## config.mk

```make
export PLATFORM = sky130hd
export DESIGN_NAME = tcp_listen_port_table_top_flat
export DESIGN_NICKNAME = d
export VERILOG_FILES = /design/src/tlpt_pkg.sv /design/src/tlpt_req_if.sv /design/src/tlpt_rsp_if.sv /design/src/tlpt_ctrl.sv /design/src/tlpt_dp.sv /design/src/tcp_listen_port_table_top.sv /design/src/flat_wrapper.sv
export SDC_FILE = /design/constraint.sdc
export NUM_CORES = 1
export LEC_CHECK = 0
export BUFFER_PORTS_ARGS = -buffer_cell sky130_fd_sc_hd__buf_2
export CORE_UTILIZATION = 25
export DETAILED_ROUTE_END_ITERATION = 16
export HOLD_SLACK_MARGIN = 0.15
export PLACE_DENSITY_LB_ADDON = 0.2
export RECOVER_POWER = 50
export SLEW_MARGIN = 20
export SYNTH_ARGS = -nofsm -noshare
export SYNTH_HDL_FRONTEND = slang
export SYNTH_SLANG_ARGS = --single-unit
```

## constraint.sdc

```tcl
create_clock -name clock -period 6.5 [get_ports clock]
set_input_delay 1.3 -clock clock [delete_from_list [all_inputs] [get_ports clock]]
set_output_delay 1.3 -clock clock [all_outputs]
set_load 0.005 [all_outputs]
```

## src/tlpt_pkg.sv

```systemverilog
// Shared constants, codes and control types of the TCP listen port table.
package tlpt_pkg;

   localparam int TABLE_ENTRIES = 16;
   localparam int HANDLER_BITS = 8;
   localparam int SLOT_BITS = (TABLE_ENTRIES > 1) ? $clog2(TABLE_ENTRIES) : 1;
   localparam int CSR_INDEX_BITS = 2;

   typedef logic [SLOT_BITS-1:0] slot_type;
   typedef logic [HANDLER_BITS-1:0] handler_type;
   typedef logic [15:0] port_type;

   localparam logic [1:0] OP_LOOKUP = 2'd0;
   localparam logic [1:0] OP_LISTEN = 2'd1;
   localparam logic [1:0] OP_LISTEN_ANY = 2'd2;
   localparam logic [1:0] OP_UNLISTEN = 2'd3;

   localparam logic [2:0] ST_OK = 3'd0;
   localparam logic [2:0] ST_INVALID = 3'd1;
   localparam logic [2:0] ST_IN_USE = 3'd2;
   localparam logic [2:0] ST_FULL = 3'd3;
   localparam logic [2:0] ST_NO_EPHEMERAL = 3'd4;

   localparam logic [CSR_INDEX_BITS-1:0] CSR_EPH_FIRST = CSR_INDEX_BITS'(0);
   localparam logic [CSR_INDEX_BITS-1:0] CSR_EPH_LAST = CSR_INDEX_BITS'(1);

   localparam port_type EPH_FIRST_RESET = 16'd49152;
   localparam port_type EPH_LAST_RESET = 16'd65535;

   typedef struct packed {
      logic load_req;
      logic exec;
      logic walk_step;
      logic load_out;
   } tlpt_cmd_type;

   typedef struct packed {
      logic walk_start;
      logic walk_done;
      logic out_busy;
   } tlpt_stat_type;

endpackage

```

## src/tlpt_req_if.sv

```systemverilog
// Request channel: opcode, port and handler with valid/ready.
interface tlpt_req_if;
   logic        valid;
   logic        ready;
   logic [1:0]  opcode;
   logic [15:0] port_number;
   logic [7:0]  handler_id;

   modport source (output valid, output opcode, output port_number, output handler_id,
                   input ready);
   modport sink (input valid, input opcode, input port_number, input handler_id,
                 output ready);
endinterface

```

## src/tlpt_rsp_if.sv

```systemverilog
// Result channel: status, found handler and assigned port with valid/ready.
interface tlpt_rsp_if;
   logic        valid;
   logic        ready;
   logic [2:0]  status;
   logic [7:0]  found_handler;
   logic [15:0] assigned_port;

   modport source (output valid, output status, output found_handler, output assigned_port,
                   input ready);
   modport sink (input valid, input status, input found_handler, input assigned_port,
                 output ready);
endinterface

```

## src/tlpt_ctrl.sv

```systemverilog
// Sequencer of the listen port table: accept, execute, ephemeral walk, result hand-off.
module tlpt_ctrl (
   input  logic                    clock,
   input  logic                    reset,
   input  logic                    req_valid,
   output logic                    req_ready,
   input  tlpt_pkg::tlpt_stat_type stat,
   output tlpt_pkg::tlpt_cmd_type  cmd
);
   import tlpt_pkg::*;

   localparam logic [1:0] S_IDLE = 2'd0;
   localparam logic [1:0] S_EXEC = 2'd1;
   localparam logic [1:0] S_WALK = 2'd2;
   localparam logic [1:0] S_DONE = 2'd3;

   logic [1:0] state_ff;
   logic [1:0] state_in;

   always_comb begin
      state_in = state_ff;
      unique case (state_ff)
         S_IDLE: begin
            if (req_valid) state_in = S_EXEC;
         end
         S_EXEC: begin
            state_in = stat.walk_start ? S_WALK : S_DONE;
         end
         S_WALK: begin
            if (stat.walk_done) state_in = S_DONE;
         end
         S_DONE: begin
            if (!stat.out_busy) state_in = S_IDLE;
         end
         default: state_in = S_IDLE;
      endcase
   end

   always_ff @(posedge clock) begin
      if (reset) state_ff <= S_IDLE;
      else state_ff <= state_in;
   end

   assign req_ready = (state_ff == S_IDLE);
   assign cmd.load_req = (state_ff == S_IDLE) && req_valid;
   assign cmd.exec = (state_ff == S_EXEC);
   assign cmd.walk_step = (state_ff == S_WALK);
   assign cmd.load_out = (state_ff == S_DONE) && !stat.out_busy;

   a_one_item_at_a_time: assert property (@(posedge clock) disable iff (reset)
      (req_valid && req_ready) |=> !req_ready)
      else $error("item accepted while another is in flight");

endmodule

```

## src/tlpt_dp.sv

```systemverilog
// Datapath of the listen port table: entries, port compare, cursor, config and result registers.
module tlpt_dp (
   input  logic                                   clock,
   input  logic                                   reset,
   input  tlpt_pkg::tlpt_cmd_type                 cmd,
   output tlpt_pkg::tlpt_stat_type                stat,
   input  logic [1:0]                             req_opcode,
   input  logic [15:0]                            req_port_number,
   input  logic [7:0]                             req_handler_id,
   input  logic                                   csr_we,
   input  logic [tlpt_pkg::CSR_INDEX_BITS-1:0]    csr_index,
   input  logic [15:0]                            csr_wdata,
   output logic                                   rsp_valid,
   input  logic                                   rsp_ready,
   output logic [2:0]                             rsp_status,
   output logic [7:0]                             rsp_found_handler,
   output logic [15:0]                            rsp_assigned_port
);
   import tlpt_pkg::*;

   logic [1:0]   op_ff;
   port_type     key_port_ff;
   handler_type  hdl_ff;
   port_type     eph_first_ff;
   port_type     eph_last_ff;
   port_type     cursor_ff;
   port_type     cursor_in;
   logic [16:0]  walk_cnt_ff;
   logic [16:0]  walk_cnt_in;
   logic [TABLE_ENTRIES-1:0] valid_ff;
   logic [TABLE_ENTRIES-1:0] valid_in;
   port_type     entry_port_ff [TABLE_ENTRIES];
   handler_type  entry_handler_ff [TABLE_ENTRIES];

   logic [2:0]   res_status_ff, res_status_in;
   logic [7:0]   res_found_ff, res_found_in;
   port_type     res_assigned_ff, res_assigned_in;
   logic         rsp_valid_ff, rsp_valid_in;
   logic [2:0]   rsp_status_ff;
   logic [7:0]   rsp_found_ff;
   port_type     rsp_assigned_ff;

   port_type     key;
   logic [TABLE_ENTRIES-1:0] hit_vec;
   logic         hit_any;
   slot_type     hit_idx;
   slot_type     free_idx;
   logic         full;
   logic         range_bad;
   logic [16:0]  range;
   logic         cursor_in_range;
   logic         cand_bound;
   logic         last_cand;
   logic         bind_en;
   port_type     bind_port;

   assign key = cmd.walk_step ? cursor_ff : key_port_ff;

   always_comb begin
      for (int i = 0; i < TABLE_ENTRIES; i++) begin
         hit_vec[i] = valid_ff[i] && (entry_port_ff[i] == key);
      end
   end

   always_comb begin
      hit_idx = '0;
      free_idx = '0;
      for (int i = TABLE_ENTRIES - 1; i >= 0; i--) begin
         if (hit_vec[i]) hit_idx = SLOT_BITS'(i);
         if (!valid_ff[i]) free_idx = SLOT_BITS'(i);
      end
   end

   assign hit_any = |hit_vec;
   assign full = &valid_ff;
   assign range_bad = (eph_first_ff > eph_last_ff);
   assign range = {1'b0, eph_last_ff} - {1'b0, eph_first_ff} + 17'd1;
   assign cursor_in_range = (cursor_ff >= eph_first_ff) && (cursor_ff <= eph_last_ff);
   assign cand_bound = (cursor_ff == 16'd0) || hit_any;
   assign last_cand = ((walk_cnt_ff + 17'd1) == range);

   assign stat.walk_start = (op_ff == OP_LISTEN_ANY) && (hdl_ff != '0) && !range_bad;
   assign stat.walk_done = !cand_bound || last_cand;
   assign stat.out_busy = rsp_valid_ff && !rsp_ready;

   always_comb begin
      res_status_in = res_status_ff;
      res_found_in = res_found_ff;
      res_assigned_in = res_assigned_ff;
      valid_in = valid_ff;
      bind_en = 1'b0;
      bind_port = key_port_ff;
      cursor_in = cursor_ff;
      walk_cnt_in = walk_cnt_ff;
      if (cmd.exec) begin
         res_found_in = 8'd0;
         res_assigned_in = 16'd0;
         res_status_in = ST_OK;
         walk_cnt_in = 17'd0;
         unique case (op_ff)
            OP_LOOKUP: begin
               if (hit_any) res_found_in = 8'(32'(entry_handler_ff[hit_idx]));
            end
            OP_LISTEN: begin
               if (hdl_ff == '0 || key_port_ff == 16'd0) res_status_in = ST_INVALID;
               else if (hit_any) res_status_in = ST_IN_USE;
               else if (full) res_status_in = ST_FULL;
               else bind_en = 1'b1;
            end
            OP_LISTEN_ANY: begin
               if (hdl_ff == '0) res_status_in = ST_INVALID;
               else res_status_in = ST_NO_EPHEMERAL;
               if (stat.walk_start) cursor_in = cursor_in_range ? cursor_ff : eph_first_ff;
            end
            OP_UNLISTEN: begin
               if (hit_any) valid_in[hit_idx] = 1'b0;
            end
            default: res_status_in = ST_OK;
         endcase
      end
      if (cmd.walk_step) begin
         cursor_in = (cursor_ff == eph_last_ff) ? eph_first_ff : cursor_ff + 16'd1;
         walk_cnt_in = walk_cnt_ff + 17'd1;
         if (!cand_bound) begin
            if (full) begin
               res_status_in = ST_FULL;
            end else begin
               bind_en = 1'b1;
               bind_port = cursor_ff;
               res_status_in = ST_OK;
               res_assigned_in = cursor_ff;
            end
         end else if (last_cand) begin
            res_status_in = ST_NO_EPHEMERAL;
         end
      end
      if (bind_en) valid_in[free_idx] = 1'b1;
   end

   always_comb begin
      rsp_valid_in = rsp_valid_ff;
      if (cmd.load_out) rsp_valid_in = 1'b1;
      else if (rsp_ready) rsp_valid_in = 1'b0;
   end

   always_ff @(posedge clock) begin
      if (reset) begin
         valid_ff <= '0;
         cursor_ff <= EPH_FIRST_RESET;
         eph_first_ff <= EPH_FIRST_RESET;
         eph_last_ff <= EPH_LAST_RESET;
         rsp_valid_ff <= 1'b0;
         walk_cnt_ff <= 17'd0;
      end else begin
         valid_ff <= valid_in;
         cursor_ff <= cursor_in;
         rsp_valid_ff <= rsp_valid_in;
         walk_cnt_ff <= walk_cnt_in;
         if (csr_we && csr_index == CSR_EPH_FIRST) eph_first_ff <= csr_wdata;
         if (csr_we && csr_index == CSR_EPH_LAST) eph_last_ff <= csr_wdata;
      end
   end

   always_ff @(posedge clock) begin
      if (cmd.load_req) begin
         op_ff <= req_opcode;
         key_port_ff <= req_port_number;
         hdl_ff <= HANDLER_BITS'(32'(req_handler_id));
      end
      if (bind_en) begin
         entry_port_ff[free_idx] <= bind_port;
         entry_handler_ff[free_idx] <= hdl_ff;
      end
      res_status_ff <= res_status_in;
      res_found_ff <= res_found_in;
      res_assigned_ff <= res_assigned_in;
      if (cmd.load_out) begin
         rsp_status_ff <= res_status_ff;
         rsp_found_ff <= res_found_ff;
         rsp_assigned_ff <= res_assigned_ff;
      end
   end

   assign rsp_valid = rsp_valid_ff;
   assign rsp_status = rsp_status_ff;
   assign rsp_found_handler = rsp_found_ff;
   assign rsp_assigned_port = rsp_assigned_ff;

   a_cursor_in_range: assert property (@(posedge clock) disable iff (reset)
      cmd.walk_step |=> (cursor_ff >= eph_first_ff) && (cursor_ff <= eph_last_ff))
      else $error("ephemeral cursor left the range");

   a_walk_bounded: assert property (@(posedge clock) disable iff (reset)
      cmd.walk_step |-> (walk_cnt_ff < range))
      else $error("ephemeral walk ran past the range");

   a_assigned_only_ok: assert property (@(posedge clock) disable iff (reset)
      (rsp_valid_ff && rsp_assigned_ff != 16'd0) |->
         (rsp_status_ff == ST_OK && rsp_found_ff == 8'd0))
      else $error("assigned port on a failed or lookup result");

   a_bind_has_room: assert property (@(posedge clock) disable iff (reset)
      bind_en |-> (!full && hdl_ff != '0 && bind_port != 16'd0))
      else $error("bind into full table or with empty handler or port");

endmodule

```

## src/tcp_listen_port_table_top.sv

```systemverilog
// Top level of the TCP listen port table: request and result channels, register port.
//
// A table of up to TABLE_ENTRIES passive-open listeners, each a port and a nonzero handler id.
// Every request item gives exactly one result item. Items are handled one at a time.
// Lookup, listen and unlisten pass through the idle, exec and done states. Listen-any also
// passes a walk state between exec and done, where it tries N ephemeral candidates. One candidate
// is tried per cycle, through a single parallel port compare across all entries. N is at most
// TABLE_ENTRIES + 2 when port 0 lies in the range and TABLE_ENTRIES + 1 otherwise. N is never
// more than the range size. A new request is accepted while the previous result still waits
// in the output register. The next result then holds until that one is taken. The register
// port writes ephemeral_first (index 0) and ephemeral_last (index 1); other indexes are
// ignored. The user must see that registers are written only while the block is idle;
// the block itself does not enforce this. No clearing pass follows reset.
module tcp_listen_port_table_top (
   input  logic                                clock,
   input  logic                                reset,
   tlpt_req_if.sink                            req_bus,
   tlpt_rsp_if.source                          rsp_bus,
   input  logic                                csr_we,
   input  logic [tlpt_pkg::CSR_INDEX_BITS-1:0] csr_index,
   input  logic [15:0]                         csr_wdata
);
   import tlpt_pkg::*;

   tlpt_cmd_type  cmd;
   tlpt_stat_type stat;

   tlpt_ctrl u_ctrl (
      .clock     (clock),
      .reset     (reset),
      .req_valid (req_bus.valid),
      .req_ready (req_bus.ready),
      .stat      (stat),
      .cmd       (cmd)
   );

   tlpt_dp u_dp (
      .clock             (clock),
      .reset             (reset),
      .cmd               (cmd),
      .stat              (stat),
      .req_opcode        (req_bus.opcode),
      .req_port_number   (req_bus.port_number),
      .req_handler_id    (req_bus.handler_id),
      .csr_we            (csr_we),
      .csr_index         (csr_index),
      .csr_wdata         (csr_wdata),
      .rsp_valid         (rsp_bus.valid),
      .rsp_ready         (rsp_bus.ready),
      .rsp_status        (rsp_bus.status),
      .rsp_found_handler (rsp_bus.found_handler),
      .rsp_assigned_port (rsp_bus.assigned_port)
   );

endmodule

```

## src/flat_wrapper.sv

```systemverilog
// flat-port wrapper written by rule: the top's interface ports become plain ports
module tcp_listen_port_table_top_flat import tlpt_pkg::*;
  (clock, reset, csr_we, csr_index, csr_wdata, req_bus_valid, req_bus_opcode, req_bus_port_number, req_bus_handler_id, req_bus_ready, rsp_bus_valid, rsp_bus_status, rsp_bus_found_handler, rsp_bus_assigned_port, rsp_bus_ready);
  tlpt_req_if req_bus_i ();
  tlpt_rsp_if rsp_bus_i ();
  input  logic clock;
  input  logic reset;
  input  logic csr_we;
  input  logic [tlpt_pkg::CSR_INDEX_BITS-1:0] csr_index;
  input  logic [15:0] csr_wdata;
  input wire logic [$bits(req_bus_i.valid)-1:0] req_bus_valid;
  input wire logic [$bits(req_bus_i.opcode)-1:0] req_bus_opcode;
  input wire logic [$bits(req_bus_i.port_number)-1:0] req_bus_port_number;
  input wire logic [$bits(req_bus_i.handler_id)-1:0] req_bus_handler_id;
  output wire logic [$bits(req_bus_i.ready)-1:0] req_bus_ready;
  output wire logic [$bits(rsp_bus_i.valid)-1:0] rsp_bus_valid;
  output wire logic [$bits(rsp_bus_i.status)-1:0] rsp_bus_status;
  output wire logic [$bits(rsp_bus_i.found_handler)-1:0] rsp_bus_found_handler;
  output wire logic [$bits(rsp_bus_i.assigned_port)-1:0] rsp_bus_assigned_port;
  input wire logic [$bits(rsp_bus_i.ready)-1:0] rsp_bus_ready;
  assign req_bus_i.valid = req_bus_valid;
  assign req_bus_i.opcode = req_bus_opcode;
  assign req_bus_i.port_number = req_bus_port_number;
  assign req_bus_i.handler_id = req_bus_handler_id;
  assign req_bus_ready = req_bus_i.ready;
  assign rsp_bus_valid = rsp_bus_i.valid;
  assign rsp_bus_status = rsp_bus_i.status;
  assign rsp_bus_found_handler = rsp_bus_i.found_handler;
  assign rsp_bus_assigned_port = rsp_bus_i.assigned_port;
  assign rsp_bus_i.ready = rsp_bus_ready;
  tcp_listen_port_table_top u_core (.clock(clock), .reset(reset), .req_bus(req_bus_i), .rsp_bus(rsp_bus_i), .csr_we(csr_we), .csr_index(csr_index), .csr_wdata(csr_wdata));
endmodule
```

==> results.txt <==
Max Root-Sink Buffers: 3
CP arrival: 6.30 ns
Hold WS: 0.418 ns
VDD IR max: 0.191 mV
Mapped cell area: 0.0267 mm2
Drt initial violations: 1475
Violated checks: design-rule violations, max-capacitance violations, max-slew violations
Num Clock Sinks: 548
Final HPWL DP: 65500 um
Worst Path Required: 6.67 ns
First-pass GRT wire length: 130000 um
Finish-stage setup viols: 0
Accumulated negative setup slack: 0 ns
RSZ-0062 raised after global routing: false
Largest net degree at the start of global routing: 42
H-tree lvl count: 3
Port Buf Inserts: 77
Grt ovf: 0
Seq cells post-synth: 548
WL final: 89800 um
Worst-Skew Late Latency: 0.61 ns
Min Tclk post-route: 6.14 ns
Final setup slack of the worst path: 0.362 ns
Slew headroom: -120%
DIE AREA: 0.108 mm2
CTS tree: built
Root buf cell: clkbuf_16
DIE WIDTH: 329 um
Synth unique cells: 84
DR WL/cell: 24.0 um
Final Hold Viols: 0
Ratio of cells with drive above 1 in the final layout: 12.4%
Clock slew at reported path FFs: 0.06 ns
Critical Path Fanout Max: 23
Gate Count Post-Synth: 2165
Pleak: 0.0102 uW
Met1 GRT Util: 24.0%
Drt pass-1 iters: 11
Synth area leaders: edfxtp_1 50%, xnor2_1 9.4%, dfxtp_1 7.7%
Skew final: 0.0204 ns
Outcome: finished with violations
Final nets: 2447
Max Slew Vio Count: 131
Crit path max-delay family: simple AND/OR/NAND/NOR gates
Top FF cell, synth: edfxtp_1
Synth top area share: 50.1%
Yosys warns: 0
Gpl congestion: 0.877
Setup Fix Bufs, Post-CTS: 0
Vias per cell: 4.80
Top-count cell post-synth: edfxtp_1
M3 GR Usage: 3.13%
Area leader, netlist: edfxtp_1
Area Growth Syn to Fin: 17.1%
CTS resizes: 0
Row count: 119
Sequential element share of the synthesized area: 57.8%
Initial antenna violation count: 5
Number of buffers created by CTS: 67
Crit path kind: reg -> reg
Filler instances: 10700
Type of origin of the critical path: register
GRT Util Overall: 16.6%
DRC Markers: 10
Most frequent cell on the critical path: buf_12
I/O pins: 78
Largest stage delay, worst path: 0.77 ns
Initial Util: 25.3%
Total of max-cap violations: 4
Final period util: 94.4%
Syn Nets: 2305
Post-synth EDFFs: 445
Syn Area/Cell: 12.3 um2
Vias in the first global route: 17800
Vias: 18000
Hold Path Class: reg -> reg
Bufs and invs on worst path: 4
Core region area: 0.106 mm2
Worst-margin pin slew: 3.29 ns
Antenna-violating nets left: 0
CP Capture Type: register
Setup Slack @ Placement: 0.262 ns
Ant. Diodes: 0
Synth cell count leaders: 445 x edfxtp_1, 285 x xnor2_1, 125 x nand2_1
GR Layer Usage met2: 25.1%
Fmax: 163 MHz
Cell Chain, Critical Path: inv_1 > ha_4 > buf_12 > mux2i_4 > buf_4 > xnor2_1 > nor4_1 > and4_1 > a2bb2o_4 > nor3_1 > nand4_1 > or3_1 > a21oi_4 > buf_12 > mux2_1
Critical-path top delay cell: mux2_1
Die H: 329 um
Cts-stage hold buffer count: 0
Power per Cell Area: 368 mW/mm2
Gr busiest metal: met2
FF-to-FF setup slack: 0.36 ns
Fraction of registers with async set or reset after synthesis: 0%
## final cells by class
class | count | area, um2 | area share (%)
timing repair buffer | 160 | 983 | 3.15
multi-input combinational | 1461 | 10600 | 34.1
sequential | 548 | 15400 | 49.4
inverter | 69 | 259 | 0.829
clock inverter | 31 | 338 | 1.08
tap | 1391 | 1740 | 5.57
clock buffer | 87 | 1840 | 5.88
## registers in the layout, summed over array words and instances, names as in the netlist, 16 cells and up
register,cells
u_core.u_dp.rsp_assigned_port,16
u_core.u_dp.cursor_ff,16
u_core.u_dp.eph_first_ff,16
u_core.u_dp.res_assigned_ff,16
u_core.u_dp.entry_handler_ff,128
u_core.u_dp.entry_port_ff,256
u_core.u_dp.key_port_ff,16
u_core.u_dp.walk_cnt_ff,17
u_core.u_dp.eph_last_ff,16
u_core.u_dp.valid_ff,16
## cell usage in the layout, fill, tap and decap left out, types with 42 or more instances in the layout
cell type	instances
a21oi_1	119
buf_2	47
buf_4	65
clkbuf_1	53
clkbuf_16	71
dfxtp_1	103
edfxtp_1	445
ha_1	89
inv_1	68
mux2i_1	42
nand2_1	125
nand3_1	59
nor2_1	100
nor3_1	65
nor4_1	98
o21ai_0	56
xnor2_1	285
## power by group
group | switching, uW | total [uW] | internal (uW)
clock network | 1520 | 3730 | 2210
registers | 215 | 4500 | 4280
logic | 2190 | 3260 | 1070
total | 3930 | 11500 | 7560
## final timing paths
check             cells after the start                                to                        start
setup / recovery                     15   u_core.u_dp.entry_port_ff[5][0]    u_core.u_ctrl.state_ff[0]
hold reg to reg                       0  u_core.u_dp.rsp_found_handler[5]  u_core.u_dp.res_found_ff[5]
setup reg to reg                     15   u_core.u_dp.entry_port_ff[5][0]    u_core.u_ctrl.state_ff[0]
hold / removal                        0  u_core.u_dp.rsp_found_handler[5]  u_core.u_dp.res_found_ff[5]
## metal layers
layer | vias up | wire length [um] | part of all wire, %
met2 | 521 | 39400 | 44
met1 | 9021 | 43500 | 48
met5 | - | 17 | 0.019
met3 | 86 | 5210 | 5.8
met4 | 2 | 1670 | 1.9
li1 | 8356 | - | -
## metrics by stage
stage	std cells	power (uW)	utilization, %	instance area (um2)
6_report	3747	11500	29.6	31200
5_1_grt	3747	12000	29.6	31200
4_1_cts	3747	11600	29.7	31300
3_5_place_dp	3629	7870	27.6	29200
3_3_place_gp	3628	7890	27.6	29100
2_1_floorplan	2165	6450	-	26700
## cell families after synthesis
| logic type | after synthesis | synth area share [%] |
|---|---|---|
| flops | 548 | 57.8 |
| fa+ha+maj | 91 | 4.30 |
| xor+xnor | 297 | 9.76 |
| compound gates | 364 | 9.21 |
| mux | 84 | 3.77 |
| buf+inv | 156 | 2.64 |
| simple gates | 625 | 12.5 |
No activity file was read; power rests on OpenSTA's default activity.
